==> config.mk <==
export PLATFORM = sky130hd
export DESIGN_NAME = sac_cor_cell
export DESIGN_NICKNAME = d
export VERILOG_FILES = /design/src/design/sac_pkg.sv /design/src/design/sac_cor_cell.sv
export SDC_FILE = /design/constraint.sdc
export NUM_CORES = 1
export LEC_CHECK = 0
export BUFFER_PORTS_ARGS = -buffer_cell sky130_fd_sc_hd__buf_4
export CORE_MARGIN = 1.5
export CORE_UTILIZATION = 43
export DETAILED_ROUTE_END_ITERATION = 8
export GPL_ROUTABILITY_DRIVEN = 0
export SYNTH_ARGS = -nofsm -noshare
export SYNTH_HDL_FRONTEND = slang
export SYNTH_SLANG_ARGS = --single-unit
==> constraint.sdc <==
create_clock -name clk_i -period 6.6 [get_ports clk_i]
set_clock_uncertainty 0.1 [all_clocks]
set_input_delay 0.66 -clock clk_i [delete_from_list [all_inputs] [get_ports clk_i]]
set_output_delay 0.66 -clock clk_i [all_outputs]
set_load 0.02 [all_outputs]
==> src/design/sac_pkg.sv <==
// Shared types, constants and the arctangent table for the stick axis conditioner.
// No dependencies; every design file imports this package.
package sac_pkg;

  localparam int FRAC_BITS  = 14;
  localparam int AXIS_W     = 16;
  localparam int REG_W      = 15;
  localparam int MAG_W      = 15;
  localparam int ONE        = 1 << FRAC_BITS;
  localparam int DIV_BITS   = 16;
  localparam int REM_W      = 30;
  localparam int SQ_W       = 30;
  localparam int SQR_STEPS  = 15;
  localparam int CW         = 42;
  localparam int ZW         = 36;
  localparam int PRESHIFT   = 24;
  localparam int ATAN_MAX   = 24;
  localparam logic signed [ZW-1:0] PI_Q30 = 36'sd3373259426;

  typedef enum logic {
    REG_FULL_SCALE = 1'b0,
    REG_DEAD_ZONE  = 1'b1
  } sac_reg_e;

  typedef struct packed {
    logic                     opcode;
    logic signed [AXIS_W-1:0] x_in;
    logic signed [AXIS_W-1:0] y_in;
  } sac_in_t;

  typedef struct packed {
    logic signed [AXIS_W-1:0] stick_x;
    logic signed [AXIS_W-1:0] stick_y;
    logic [MAG_W-1:0]         magnitude;
    logic signed [AXIS_W-1:0] angle;
  } sac_out_t;

  // divider chain payload, both axes side by side
  typedef struct packed {
    logic                     opcode;
    logic signed [AXIS_W-1:0] x_raw;
    logic signed [AXIS_W-1:0] y_raw;
    logic                     x_neg;
    logic                     y_neg;
    logic                     x_sat;
    logic                     y_sat;
    logic [REM_W-1:0]         x_rem;
    logic [REM_W-1:0]         y_rem;
    logic [DIV_BITS-1:0]      x_q;
    logic [DIV_BITS-1:0]      y_q;
  } sac_div_t;

  // square root chain payload, carries the conditioned axes along
  typedef struct packed {
    logic [SQ_W-1:0]          n;
    logic [SQ_W-1:0]          res;
    logic signed [AXIS_W-1:0] x;
    logic signed [AXIS_W-1:0] y;
  } sac_sqr_t;

  // vectoring rotator payload
  typedef struct packed {
    logic signed [CW-1:0] x;
    logic signed [CW-1:0] y;
    logic signed [ZW-1:0] z;
  } sac_cor_t;

  // arctan(2^-i) in Q2.30, truncated
  function automatic logic [31:0] atan_q30(input int unsigned i);
    logic [31:0] v;
    case (i)
      0:       v = 32'd843314856;
      1:       v = 32'd497837829;
      2:       v = 32'd263043836;
      3:       v = 32'd133525158;
      4:       v = 32'd67021686;
      5:       v = 32'd33543515;
      6:       v = 32'd16775850;
      7:       v = 32'd8388437;
      8:       v = 32'd4194282;
      9:       v = 32'd2097149;
      10:      v = 32'd1048575;
      11:      v = 32'd524287;
      12:      v = 32'd262143;
      13:      v = 32'd131071;
      14:      v = 32'd65535;
      15:      v = 32'd32767;
      16:      v = 32'd16383;
      17:      v = 32'd8191;
      18:      v = 32'd4095;
      19:      v = 32'd2047;
      20:      v = 32'd1023;
      21:      v = 32'd511;
      22:      v = 32'd255;
      23:      v = 32'd127;
      default: v = 32'd0;
    endcase
    return v;
  endfunction

endpackage

==> src/design/sac_cor_cell.sv <==
// One vectoring rotator cell; cells past the configured count only pass data.
// Depends on sac_pkg.
module sac_cor_cell #(
  parameter int IDX    = 0,
  parameter int STAGES = 16
) (
  input  logic              clk_i,
  input  logic              en_i,
  input  sac_pkg::sac_cor_t in_i,
  output sac_pkg::sac_cor_t out_o
);
  import sac_pkg::*;

  localparam bit ACTIVE = (IDX < STAGES) && (IDX < ATAN_MAX);
  localparam logic signed [ZW-1:0] ATAN = $signed(ZW'(atan_q30(IDX)));

  logic signed [CW-1:0] xs, ys;
  sac_cor_t             cell_d, cell_q;

  // rotate toward the x axis
  always_comb begin
    xs     = in_i.x >>> IDX;
    ys     = in_i.y >>> IDX;
    cell_d = in_i;
    if (ACTIVE) begin
      if (!in_i.y[CW-1]) begin
        cell_d.x = in_i.x + ys;
        cell_d.y = in_i.y - xs;
        cell_d.z = in_i.z + ATAN;
      end else begin
        cell_d.x = in_i.x - ys;
        cell_d.y = in_i.y + xs;
        cell_d.z = in_i.z - ATAN;
      end
    end
  end

  always_ff @(posedge clk_i) begin
    if (en_i) cell_q <= cell_d;
  end

  assign out_o = cell_q;

endmodule

Word level (Yosys, flattened, before mapping). Index checks and enable logic that the tools add are counted.

Register bits: 120. Input port bits: 122. Output and inout bits: 120.

$add $sub $neg: 5. Multiplexer cells: 1.

Operators by type and width (count): 120-bit 2-to-1 mux (1); 42-bit subtractor (2); 42-bit adder (1); 36-bit by 31-bit adder with 36-bit output (second input constant) (1); 36-bit by 31-bit subtractor with 36-bit output (second input constant) (1).

Logic depth before layout (Yosys ltp). Gate-level depths: netlist (run 1).

Depth in word-level cells: 2. Gate-level depth with buffers: 15. Depth with buffers taken out: 14.

Least setup slack after synthesis (run 1). Ideal clock, no wire load.

Kind: in2reg. Start point: input port in_i[77] (netlist name). End point: register cell_q, in the netlist out_o[34], data pin. Library setup time: 0.261 ns. Data arrival time: 3.748 ns. Required time: 6.239 ns. Setup slack: 2.491 ns. Stages: 14. Cells stage by stage: inv_1 buf_6 clkbuf_1 ha_1 a21o_1 a21o_1 a31o_2 o211ai_2 a31oi_4 a41oi_1 a311oi_2 o21ai_1 a21boi_2 a311o_1.

RTL lines: from (decl) (RTL line sac_cor_cell.sv:9) `input sac_pkg::sac_cor_t in_i,`; to (signal assigned) (RTL line sac_cor_cell.sv:39) `if (en_i) cell_q <= cell_d;`; to (decl) (RTL line sac_cor_cell.sv:18) `sac_cor_t cell_d, cell_q;`.

==> metrics.md, run 1 <==
| Metric | Value |
|---|---|
| Status | `completed` |
| Post_cts resized | `0` |
| Ratio of cells with drive above 1 in the final layout | `17.9%` |
| Post-synthesis sequential area ratio | `27.7%` |
| IO Port Bufs | `241` |
| CTS Root Cell | `clkbuf_16` |
| Total number of vias | `12.1k` |
| Final nets | `1987` |
| Antenna violations before repair | `0` |
| Syn nets | `1781` |
| Post-synthesis async set-or-reset flop share | `0%` |
| Register clock-pin slew on the reported worst setup and hold paths | `60 ps` |
| Yosys warning count | `0` |
| WL per Instance | `19.2 um` |
| #FFs+latches synth | `119` |
| Final WS setup | `2070 ps` |
| Die ar. | `31100 um^2` |
| Post-Route WL | `40100 um` |
| # H-tree levels | `4` |
| Source of the critical timing path | `in_i[77]` |
| Worst setup path category | `primary input to register` |
| Power Dens Cells | `216 nW/um^2` |
| Post-CTS repair timing setup buffer count | `0` |
| N_diodes | `0` |
| Routed Antenna Nets | `0` |
| Layout area overhead | `19.6%` |
| Mapped Cells | `1485` |
| Final hold viol count | `0` |
| Largest net degree at the start of global routing | `73` |
| Total negative slack | `0 ps` |
| Worst Tran Pin Value | `947 ps` |
| Mapped Area | `12900 um^2` |
| Vias/cell | `5.79` |
| Vias in the first global route | `11.6k` |
| Worst slew margin | `36.8%` |
| Critical Path AT | `4620 ps` |
| Final Max Tran Viols | `0` |
| Max reg flops | `119` |
| Drt first pass iters | `5` |
| First-pass GRT wire length | `62200 um` |
| Finished Cell Area | `15500 um^2` |
| Clock sink count | `119` |
| Most common cell after layout, fill and taps aside | `buf_4` |
| Crit Path Max Fanout | `51` |
| Worst setup path endpoint | `out_o[34]` |
| Vert. Die Dim | `176 um` |
| Congestion Overflow GR | `0` |
| Yosys cell types | `91` |
| DRC errors left | `0` |
| Placed cell areas | `14900 um^2` |
| Crit start category | `primary input` |
| Minimum clock period | `4530 ps` |
| Core area | `29600 um^2` |
| Starting Density | `43.6%` |
| Synthesized area per cell | `8.70 um^2` |
| Max-cap viol count | `0` |
| CTS Hold Bufs | `0` |
| I/O Pins | `242` |
| CP required | `6680 ps` |
| Fmax | `221 MHz` |
| Die width | `176 um` |
| CTS tree | `done` |
| Finish-stage setup viols | `0` |
| Total Routing Usage GR | `25.5%` |
| Post-place setup slack | `1700 ps` |
| Most frequent cells in the layout | `buf_4 (244), a21oi_1 (201), ha_1 (170), inv_1 (137), edfxtp_1 (119)` |
| Final Cycle Share | `68.7%` |
| Row count | `63` |
| Hold crit path type | `primary input to register` |
| VDD IR max | `0.124 mV` |
| Main flop type after synthesis | `edfxtp_1` |
| Setup crit end kind | `register` |
| CTS max path bufs | `2` |
| Pleak | `6.91 nW` |
| Unrepaired setup endpoints after global routing | `false` |
| TritonCTS Buffers | `17` |
| Initial DRC count | `1109` |
| Placed wire-length estimate | `31500 um` |
| EDFF count, synth | `119` |
## power by group
part | internal [mW] | switching [mW] | total, mW
Sequential | 1.01 | 0.0351 | 1.04
Clock | 0.540 | 0.362 | 0.903
Combinational | 0.546 | 0.849 | 1.40
Total | 2.09 | 1.25 | 3.34
## logic make-up (layout without fill, tap and decap cells)
group	count (synthesis)	after routing	share of synthesized area [%]
buffers and inverters	198	414	6.61
flip-flops	119	119	27.7
AND/OR/NAND/NOR	321	321	11.9
AO/OA/AOI/OAI	528	528	26.6
adder cells (fa/ha/maj)	174	174	17.1
XOR/XNOR	109	109	7.39
multiplexers	36	36	2.80
## synthesized netlist by cell type (all sizes together) (3+ instances only)
library cell,instances,share of area (%)
nand4,29,1.4
nand2b,15,0.78
edfxtp,119,28
nor2b,16,0.77
a21oi,205,8.1
nor4,13,0.68
fa,4,0.62
a221o,3,0.23
o21ai,109,4.4
a21boi,6,0.38
buf,26,1.4
o211a,3,0.23
a21o,46,2.7
nor3,26,1.0
a2111oi,6,0.42
a211oi,7,0.54
mux2i,35,2.7
or4,4,0.24
o211ai,8,0.50
o31ai,11,0.64
o221ai,4,0.27
clkbuf,31,1.1
xnor2,91,6.2
o31a,4,0.28
a41oi,3,0.26
nor2,114,3.3
a211o,4,0.27
inv,140,4.1
and3,4,0.20
nand3b,3,0.17
o21bai,53,3.2
or3,7,0.34
o21a,14,0.81
nand3,11,0.43
xor2,18,1.2
ha,170,16
a311oi,3,0.30
a31oi,15,1.0
a31o,4,0.27
or2,5,0.24
nand2,69,2.0
## layout make-up
cell class | instances | area [um^2]
tap | 390 | 488
inverter | 141 | 529
sequential | 119 | 3570
multi-input combinational | 1168 | 8490
clock inverter | 12 | 114
fill | 2891 | 14200
timing repair buffer | 244 | 1830
clock buffer | 17 | 425
## metal layers
metal / share of wire [%] / wire length (um) / track usage [%] / vias to the layer above
met5: 0 / 0 / 0 / -
met4: 2.6 / 1050 / 8.83 / 0
met3: 8.5 / 3430 / 4.33 / 75
met2: 44 / 17800 / 40.4 / 595
met1: 44 / 17800 / 35.0 / 5656
li1: - / - / - / 5772
## per-stage QoR
step                instances  power (mW)  hold WS [ps]  util [%]
floorplan                1485        1.94           659         -
global placement         2062        2.43           738      50.3
detailed placement       2062        2.43           740      50.3
CTS                      2091        3.34           290      52.1
global route             2091        3.51           289      52.1
finish                   2091        3.34           303      52.1
## critical path, cell delays in order
cell      delay (ps)
buf_4            530
inv_2            570
ha_1             540
a21o_1           200
a21o_1           190
a31o_2           260
o211ai_2         240
a31oi_4          130
a41oi_1          350
a311oi_2         160
o21ai_1          240
a21boi_2         110
a311o_1          350
## worst min-delay path by stage
stage / from / endpoint / slack (ps) / cells past startpoint
after floorplan: in_i[0] / out_o[0] / 660 / 0
after global placement: in_i[1] / out_o[1] / 740 / 1
after detailed placement: in_i[1] / out_o[1] / 740 / 1
after CTS: in_i[1] / out_o[1] / 290 / 1
after global routing: in_i[1] / out_o[1] / 290 / 1
final: in_i[1] / out_o[1] / 300 / 1
Note: power is estimated with default switching activity, not from simulation.
==> run 2, diff against run 1 <==
--- a/config.mk
+++ b/config.mk
@@ -10,6 +10,7 @@
 export CORE_UTILIZATION = 43
 export DETAILED_ROUTE_END_ITERATION = 8
 export GPL_ROUTABILITY_DRIVEN = 0
+export PLACE_DENSITY = 0.67
 export SYNTH_ARGS = -nofsm -noshare
 export SYNTH_HDL_FRONTEND = slang
 export SYNTH_SLANG_ARGS = --single-unit
==> constraint.sdc (replaced) <==
create_clock -name clk_i -period 3.7 [get_ports clk_i]
set_clock_uncertainty 0.1 [all_clocks]
set_input_delay 0.37 -clock clk_i [delete_from_list [all_inputs] [get_ports clk_i]]
set_output_delay 0.37 -clock clk_i [all_outputs]
set_load 0.02 [all_outputs]
==> run 2 against run 1 <==
Effect of this change: largest power group unchanged; final area grew 3.7%; die area is the same; critical path depth grew 2.
==> metrics.md, run 2 (synthesized netlist as in run 1, its figures left out) <==
| Metric | Value |
|---|---|
| Vias in the first global route | `12.0k (+3.1%)` |
| Post-CTS repair timing setup buffer count | `0 (unchanged)` |
| Crit Path Max Fanout | `9 (-82%)` |
| WL per Instance | `18.8 um (-1.8%)` |
| # H-tree levels | `4 (unchanged)` |
| Hold crit path type | `primary input to register` |
| CTS tree | `done` |
| Clock sink count | `119 (unchanged)` |
| Max reg flops | `119 (unchanged)` |
| Final WS setup | `267 ps (-1800 ps)` |
| Antenna violations before repair | `0 (unchanged)` |
| Status | `completed` |
| Drt first pass iters | `6 (+1)` |
| N_diodes | `0 (unchanged)` |
| Vert. Die Dim | `176 um (unchanged)` |
| Critical Path, Cell by Cell | `buf_4 -> inv_1 -> ha_1 -> a21oi_1 -> o21ai_1 -> or2_0 -> a21oi_1 -> o31ai_1 -> buf_4 -> a21oi_2 -> o21a_1 -> o21ai_1 -> a2111oi_0 -> a21oi_1 -> xnor2_1` |
| TritonCTS Buffers | `17 (unchanged)` |
| First-pass GRT wire length | `62900 um (+1.2%)` |
| Most frequent cells in the layout | `buf_4 (308), a21oi_1 (201), ha_1 (170), inv_1 (137), edfxtp_1 (119)` |
| Layout area overhead | `24.1%` |
| Footprint of the multi-input gates | `8490 um^2 (unchanged)` |
| Final hold viol count | `0 (unchanged)` |
| Die ar. | `31100 um^2 (unchanged)` |
| Hold depth | `1 (unchanged)` |
| Worst setup path category | `primary input to register` |
| Ratio of cells with drive above 1 in the final layout | `21.3% (+3.4 points)` |
| Critical path's most frequent cell | `a21oi_1` |
| Grt peak-use layer | `met2` |
| Total Routing Usage GR | `25.8% (+0.31 points)` |
| Worst Tran Pin Value | `751 ps (-196 ps)` |
| Finish-stage setup viols | `0 (unchanged)` |
| Largest net degree at the start of global routing | `90 (+23%)` |
| Sequential Area | `3570 um^2 (unchanged)` |
| Routed Antenna Nets | `0 (unchanged)` |
| Starting Density | `43.6% (unchanged)` |
| Power Dens Cells | `384 nW/um^2 (+77%)` |
| Unrepaired setup endpoints after global routing | `false` |
| CP required | `3780 ps (-2900 ps)` |
| Final Cycle Share | `92.8%` |
| Final Max Tran Viols | `0 (unchanged)` |
| Crit start category | `primary input` |
| Post-place setup slack | `-60.9 ps (-1760 ps)` |
| Minimum clock period | `3430 ps` |
| Design Power | `6.15 mW (+84%)` |
| IO Port Bufs | `241 (unchanged)` |
| Core area | `29600 um^2 (unchanged)` |
| Met2 usage | `42.9% (+2.6 points)` |
| CTS Root Cell | `clkbuf_16` |
| Fmax | `291 MHz` |
| Placed wire-length estimate | `32200 um (+2.5%)` |
| CTS max path bufs | `2 (unchanged)` |
| Post-Route WL | `40700 um (+1.6%)` |
| VDD IR max | `0.294 mV (+140%)` |
| Met3 usage | `3.73% (-0.60 points)` |
| Setup crit end kind | `register` |
| Worst slew margin | `49.9% (+13 points)` |
| Final nets | `2055 (+3.4%)` |
| Vias/cell | `5.73 (-0.97%)` |
| Fill count | `2775 (-4.0%)` |
| Register clock-pin slew on the reported worst setup and hold paths | `60 ps (about the same)` |
| GRT met1 Usage | `33.9% (-1.1 points)` |
| Total negative slack | `0 ps (unchanged)` |
| Total number of vias | `12.4k (+2.4%)` |
| Critical path's slowest cell | `a2111oi_0` |
| Congestion Overflow GR | `0 (unchanged)` |
| Initial DRC count | `1353 (+22%)` |
| Most common cell after layout, fill and taps aside | `buf_4` |
| Critical Path AT | `3510 ps (-1110 ps)` |
| Final core occ | `54.1% (+2.0 points)` |
| Max-cap viol count | `0 (unchanged)` |
| Die width | `176 um (unchanged)` |
| Pleak | `7.26 nW (+5.0%)` |
| I/O Pins | `242 (unchanged)` |
| Row count | `63 (unchanged)` |
| DRC errors left | `0 (unchanged)` |
| Critical path's largest stage delay | `570 ps (about the same)` |
[run 2: cell count changes in the layout (fill, tap and decap cells not counted), sizes merged]
cell,change
inv,+3
dlygate4sd3,+2
buf,+66
clkinv,-3
clkinvlp,+3
[run 2: report_power, final]
part | internal [mW] | leakage, nW | total [mW] | switching, mW
registers | 1.79 | 1.16 | 1.86 | 0.0681
clock network | 0.991 | 0.273 | 1.69 | 0.695
logic | 1.06 | 5.82 | 2.60 | 1.54
[run 2: worst paths after layout]
path	to	start
max	out_o[73]	in_i[48]
min	out_o[0]	in_i[0]
[run 2: area by class of cell]
class | instances | share of cell area [%]
sequential | 119 | 22.3
inverter | 141 | 3.30
clock inverter | 15 | 0.952
multi-input combinational | 1168 | 53.0
tap | 390 | 3.04
timing repair buffer | 312 | 14.8
clock buffer | 17 | 2.65
[run 2: through the flow]
| step | hold WS (ps) | cells | cell area (um^2) |
|---|---|---|---|
| 2_1_floorplan | 369 | 1485 | 12900 |
| 3_3_place_gp | 451 | 2128 | 15400 |
| 3_5_place_dp | 451 | 2128 | 15400 |
| 4_1_cts | 2.59 | 2161 | 16000 |
| 5_1_grt | 2.99 | 2162 | 16000 |
| 6_report | 14.8 | 2162 | 16000 |
[run 2: worst max-delay path: cells and delay by family]
family                     cells  cell delay, ps
AOI/OAI and AO/OA              9            2040
xor gates and xnor gates       1             150
adders and majority gates      1             420
buffers and inverters          3             300
and+or+nand+nor                1             240
[run 2: layer usage]
layer  vias up  part of all wire (%)
met2       616                    46
li1       5902                     -
met3        88                   7.5
met4         0                   3.0
met1      5782                    43
met5         -                     0
[run 2: what timing repair did]
item                      in CTS  in global routing
hold endpoints to repair       1                  1
resized for setup              0                  0
hold buffers                   1                  1
==> run 3, diff against run 2 <==
--- a/config.mk
+++ b/config.mk
@@ -6,11 +6,9 @@
 export NUM_CORES = 1
 export LEC_CHECK = 0
 export BUFFER_PORTS_ARGS = -buffer_cell sky130_fd_sc_hd__buf_4
-export CORE_MARGIN = 1.5
 export CORE_UTILIZATION = 43
 export DETAILED_ROUTE_END_ITERATION = 8
 export GPL_ROUTABILITY_DRIVEN = 0
-export PLACE_DENSITY = 0.67
 export SYNTH_ARGS = -nofsm -noshare
 export SYNTH_HDL_FRONTEND = slang
 export SYNTH_SLANG_ARGS = --single-unit
==> constraint.sdc (replaced) <==
create_clock -name clk_i -period 3.9 [get_ports clk_i]
set_clock_uncertainty 0.1 [all_clocks]
set_input_delay 0.39 -clock clk_i [delete_from_list [all_inputs] [get_ports clk_i]]
set_output_delay 0.39 -clock clk_i [all_outputs]
set_load 0.02 [all_outputs]
==> run 3 against run 2 <==
Effect of this change: worst setup slack better by 57 ps; sequential power down 5%; non-clock buffer count down 21; worst hold slack better by 20 ps; sequential cell count unchanged; sequential share of layout area up 0.23 points; global-route usage up 0.97 points.
==> metrics.md, run 3 (synthesized netlist as in run 1, its figures left out) <==
| Metric | Value |
|---|---|
| CTS Root Cell | `clkbuf_16` |
| Final hold viol count | `0 (unchanged)` |
| Post_cts resized | `0 (unchanged)` |
| IO Port Bufs | `241 (unchanged)` |
| Combinational share of power | `41.8% (-0.5 points)` |
| CTS max path bufs | `2 (unchanged)` |
| Initial DRC count | `1172 (-13%)` |
| Critical Path, Cell by Cell | `buf_4 -> inv_1 -> ha_1 -> a21oi_1 -> o21ai_1 -> or2_0 -> a21oi_1 -> o31ai_1 -> a21oi_2 -> o21a_1 -> o21ai_1 -> a2111oi_0 -> a21oi_1 -> xnor2_1` |
| Worst slew margin | `41.3% (-8.6 points)` |
| Post-CTS repair timing setup buffer count | `0 (unchanged)` |
| CTS Hold Bufs | `0 (-1)` |
| Critical path's most frequent cell | `a21oi_1` |
| Final Cycle Share | `91.7%` |
| Final nets | `2034 (-1.0%)` |
| Vert. Die Dim | `175 um (-0.57%)` |
| Worst setup path category | `primary input to register` |
| Setup crit end kind | `register` |
| Total negative slack | `0 ps (unchanged)` |
| Starting Density | `43.6% (unchanged)` |
| WL per Instance | `19.4 um (+2.8%)` |
| DRC errors left | `0 (unchanged)` |
| Hold_sp | `in_i[1]` |
| Crit start category | `primary input` |
| Die width | `175 um (-0.57%)` |
| Buf/Inv on CP | `2 (-1)` |
| Power Dens Cells | `368 nW/um^2 (-4.0%)` |
| CTS tree | `done` |
| Finish-stage setup viols | `0 (unchanged)` |
| Core area | `29600 um^2 (unchanged)` |
| Max-cap viol count | `0 (unchanged)` |
| Hold depth | `1 (unchanged)` |
| Fill count | `2795 (+0.72%)` |
| Max reg flops | `119 (unchanged)` |
| Clock power share | `27.9% (+0.5 points)` |
| Fmax | `280 MHz` |
| Critical path's slowest cell | `a2111oi_0` |
| Sequential share of power | `30.3% (about the same)` |
| Final core occ | `53.5% (-0.56 points)` |
| Total number of vias | `12.3k (-0.94%)` |
| Row count | `63 (unchanged)` |
| Routed Antenna Nets | `0 (unchanged)` |
| N_diodes | `0 (unchanged)` |
| Vias in the first global route | `11.9k (-1.1%)` |
| Post-Route WL | `41400 um (+1.8%)` |
| Worst Tran Pin Value | `881 ps (+129 ps)` |
| Layout area overhead | `22.8%` |
| Psw | `2.16 mW (-6.2%)` |
| Most frequent cells in the layout | `buf_4 (290), a21oi_1 (201), ha_1 (170), inv_1 (137), edfxtp_1 (119)` |
| Antenna violations before repair | `0 (unchanged)` |
| Final Max Tran Viols | `0 (unchanged)` |
| Crit Path Max Fanout | `15 (+6)` |
| Critical path's largest stage delay | `540 ps (-30 ps)` |
| Net Sw Frac | `36.9% (-0.49 points)` |
| Most common cell after layout, fill and taps aside | `buf_4` |
| Register clock-pin slew on the reported worst setup and hold paths | `60 ps (about the same)` |
| # H-tree levels | `4 (unchanged)` |
| Ratio of cells with drive above 1 in the final layout | `20.4% (-0.89 points)` |
| Hold crit path type | `primary input to register` |
| Unrepaired setup endpoints after global routing | `false` |
| Hold WS | `35.0 ps (+20.2 ps)` |
| Congestion Overflow GR | `0 (unchanged)` |
| Minimum clock period | `3580 ps` |
| Largest net degree at the start of global routing | `62 (-31%)` |
| Pleak | `7.16 nW (-1.3%)` |
| CP required | `3980 ps (+200 ps)` |
| Levels on crit path | `14 (-1)` |
| Status | `completed` |
| Worst setup path endpoint | `out_o[73]` |
| Placed wire-length estimate | `32900 um (+2.1%)` |
| Drt first pass iters | `5 (-1)` |
| Vias/cell | `5.73 (about the same)` |
| I/O Pins | `242 (unchanged)` |
| Critical Path AT | `3660 ps (+150 ps)` |
| Clock sink count | `119 (unchanged)` |
| VDD IR max | `0.290 mV (-1.4%)` |
| P_int | `3.69 mW (-4.2%)` |
| TritonCTS Buffers | `17 (unchanged)` |
| Source of the critical timing path | `in_i[48]` |
| Die ar. | `30700 um^2 (-1.1%)` |
| First-pass GRT wire length | `64200 um (+2.0%)` |
| CP delay by family, top | `compound AO/OA/AOI/OAI gates` |
| Total Routing Usage GR | `26.8% (+0.97 points)` |
run 3: cell types whose count changed in the layout (fill, tap and decap cells not counted), sizes merged:
| cell | change |
|---|---|
| bufinv | +1 |
| dlygate4sd3 | -2 |
| inv | -2 |
| clkinvlp | -1 |
| clkbuf | +2 |
| buf | -19 |
run 3: worst min-delay path by stage:
stage | to | slack (ps)
finish | out_o[1] | 30
global route | out_o[1] | 20
CTS | out_o[1] | 20
detailed placement | out_o[1] | 470
global placement | out_o[1] | 470
floorplan | out_o[0] | 390
run 3: final cells by class:
type	instances	area (um^2)	area share, %
multi-input cells	1168	8490	53.5
flip-flops and latches	119	3570	22.5
repair buffers	291	2200	13.8
inverters	141	529	3.34
well taps	390	488	3.07
clock buffers	19	433	2.73
clock inverters	13	155	0.978
run 3: stage by stage:
step	worst slack (ps)	area, um^2	instances	total power, mW
2_1_floorplan	61.2	12900	1485	3.29
3_3_place_gp	108	15300	2109	4.20
3_5_place_dp	44.2	15300	2109	4.21
4_1_cts	504	15900	2141	5.86
5_1_grt	194	15900	2141	6.13
6_report	324	15900	2141	5.85
run 3: layer usage:
layer	vias up	track usage, %	share of wire, %
met5	-	0	0
met4	0	9.86	2.7
met3	80	4.35	7.9
met2	566	42.9	45
met1	5753	36.2	44
li1	5872	-	-
run 3: power by group through the flow:
stage / clock network [mW] / registers, mW / logic, mW
after floorplan: 0 / 2.07 / 1.22
after global placement: 0 / 1.80 / 2.41
after detailed placement: 0 / 1.80 / 2.41
after CTS: 1.65 / 1.77 / 2.43
after global routing: 1.70 / 1.79 / 2.64
final: 1.63 / 1.77 / 2.44
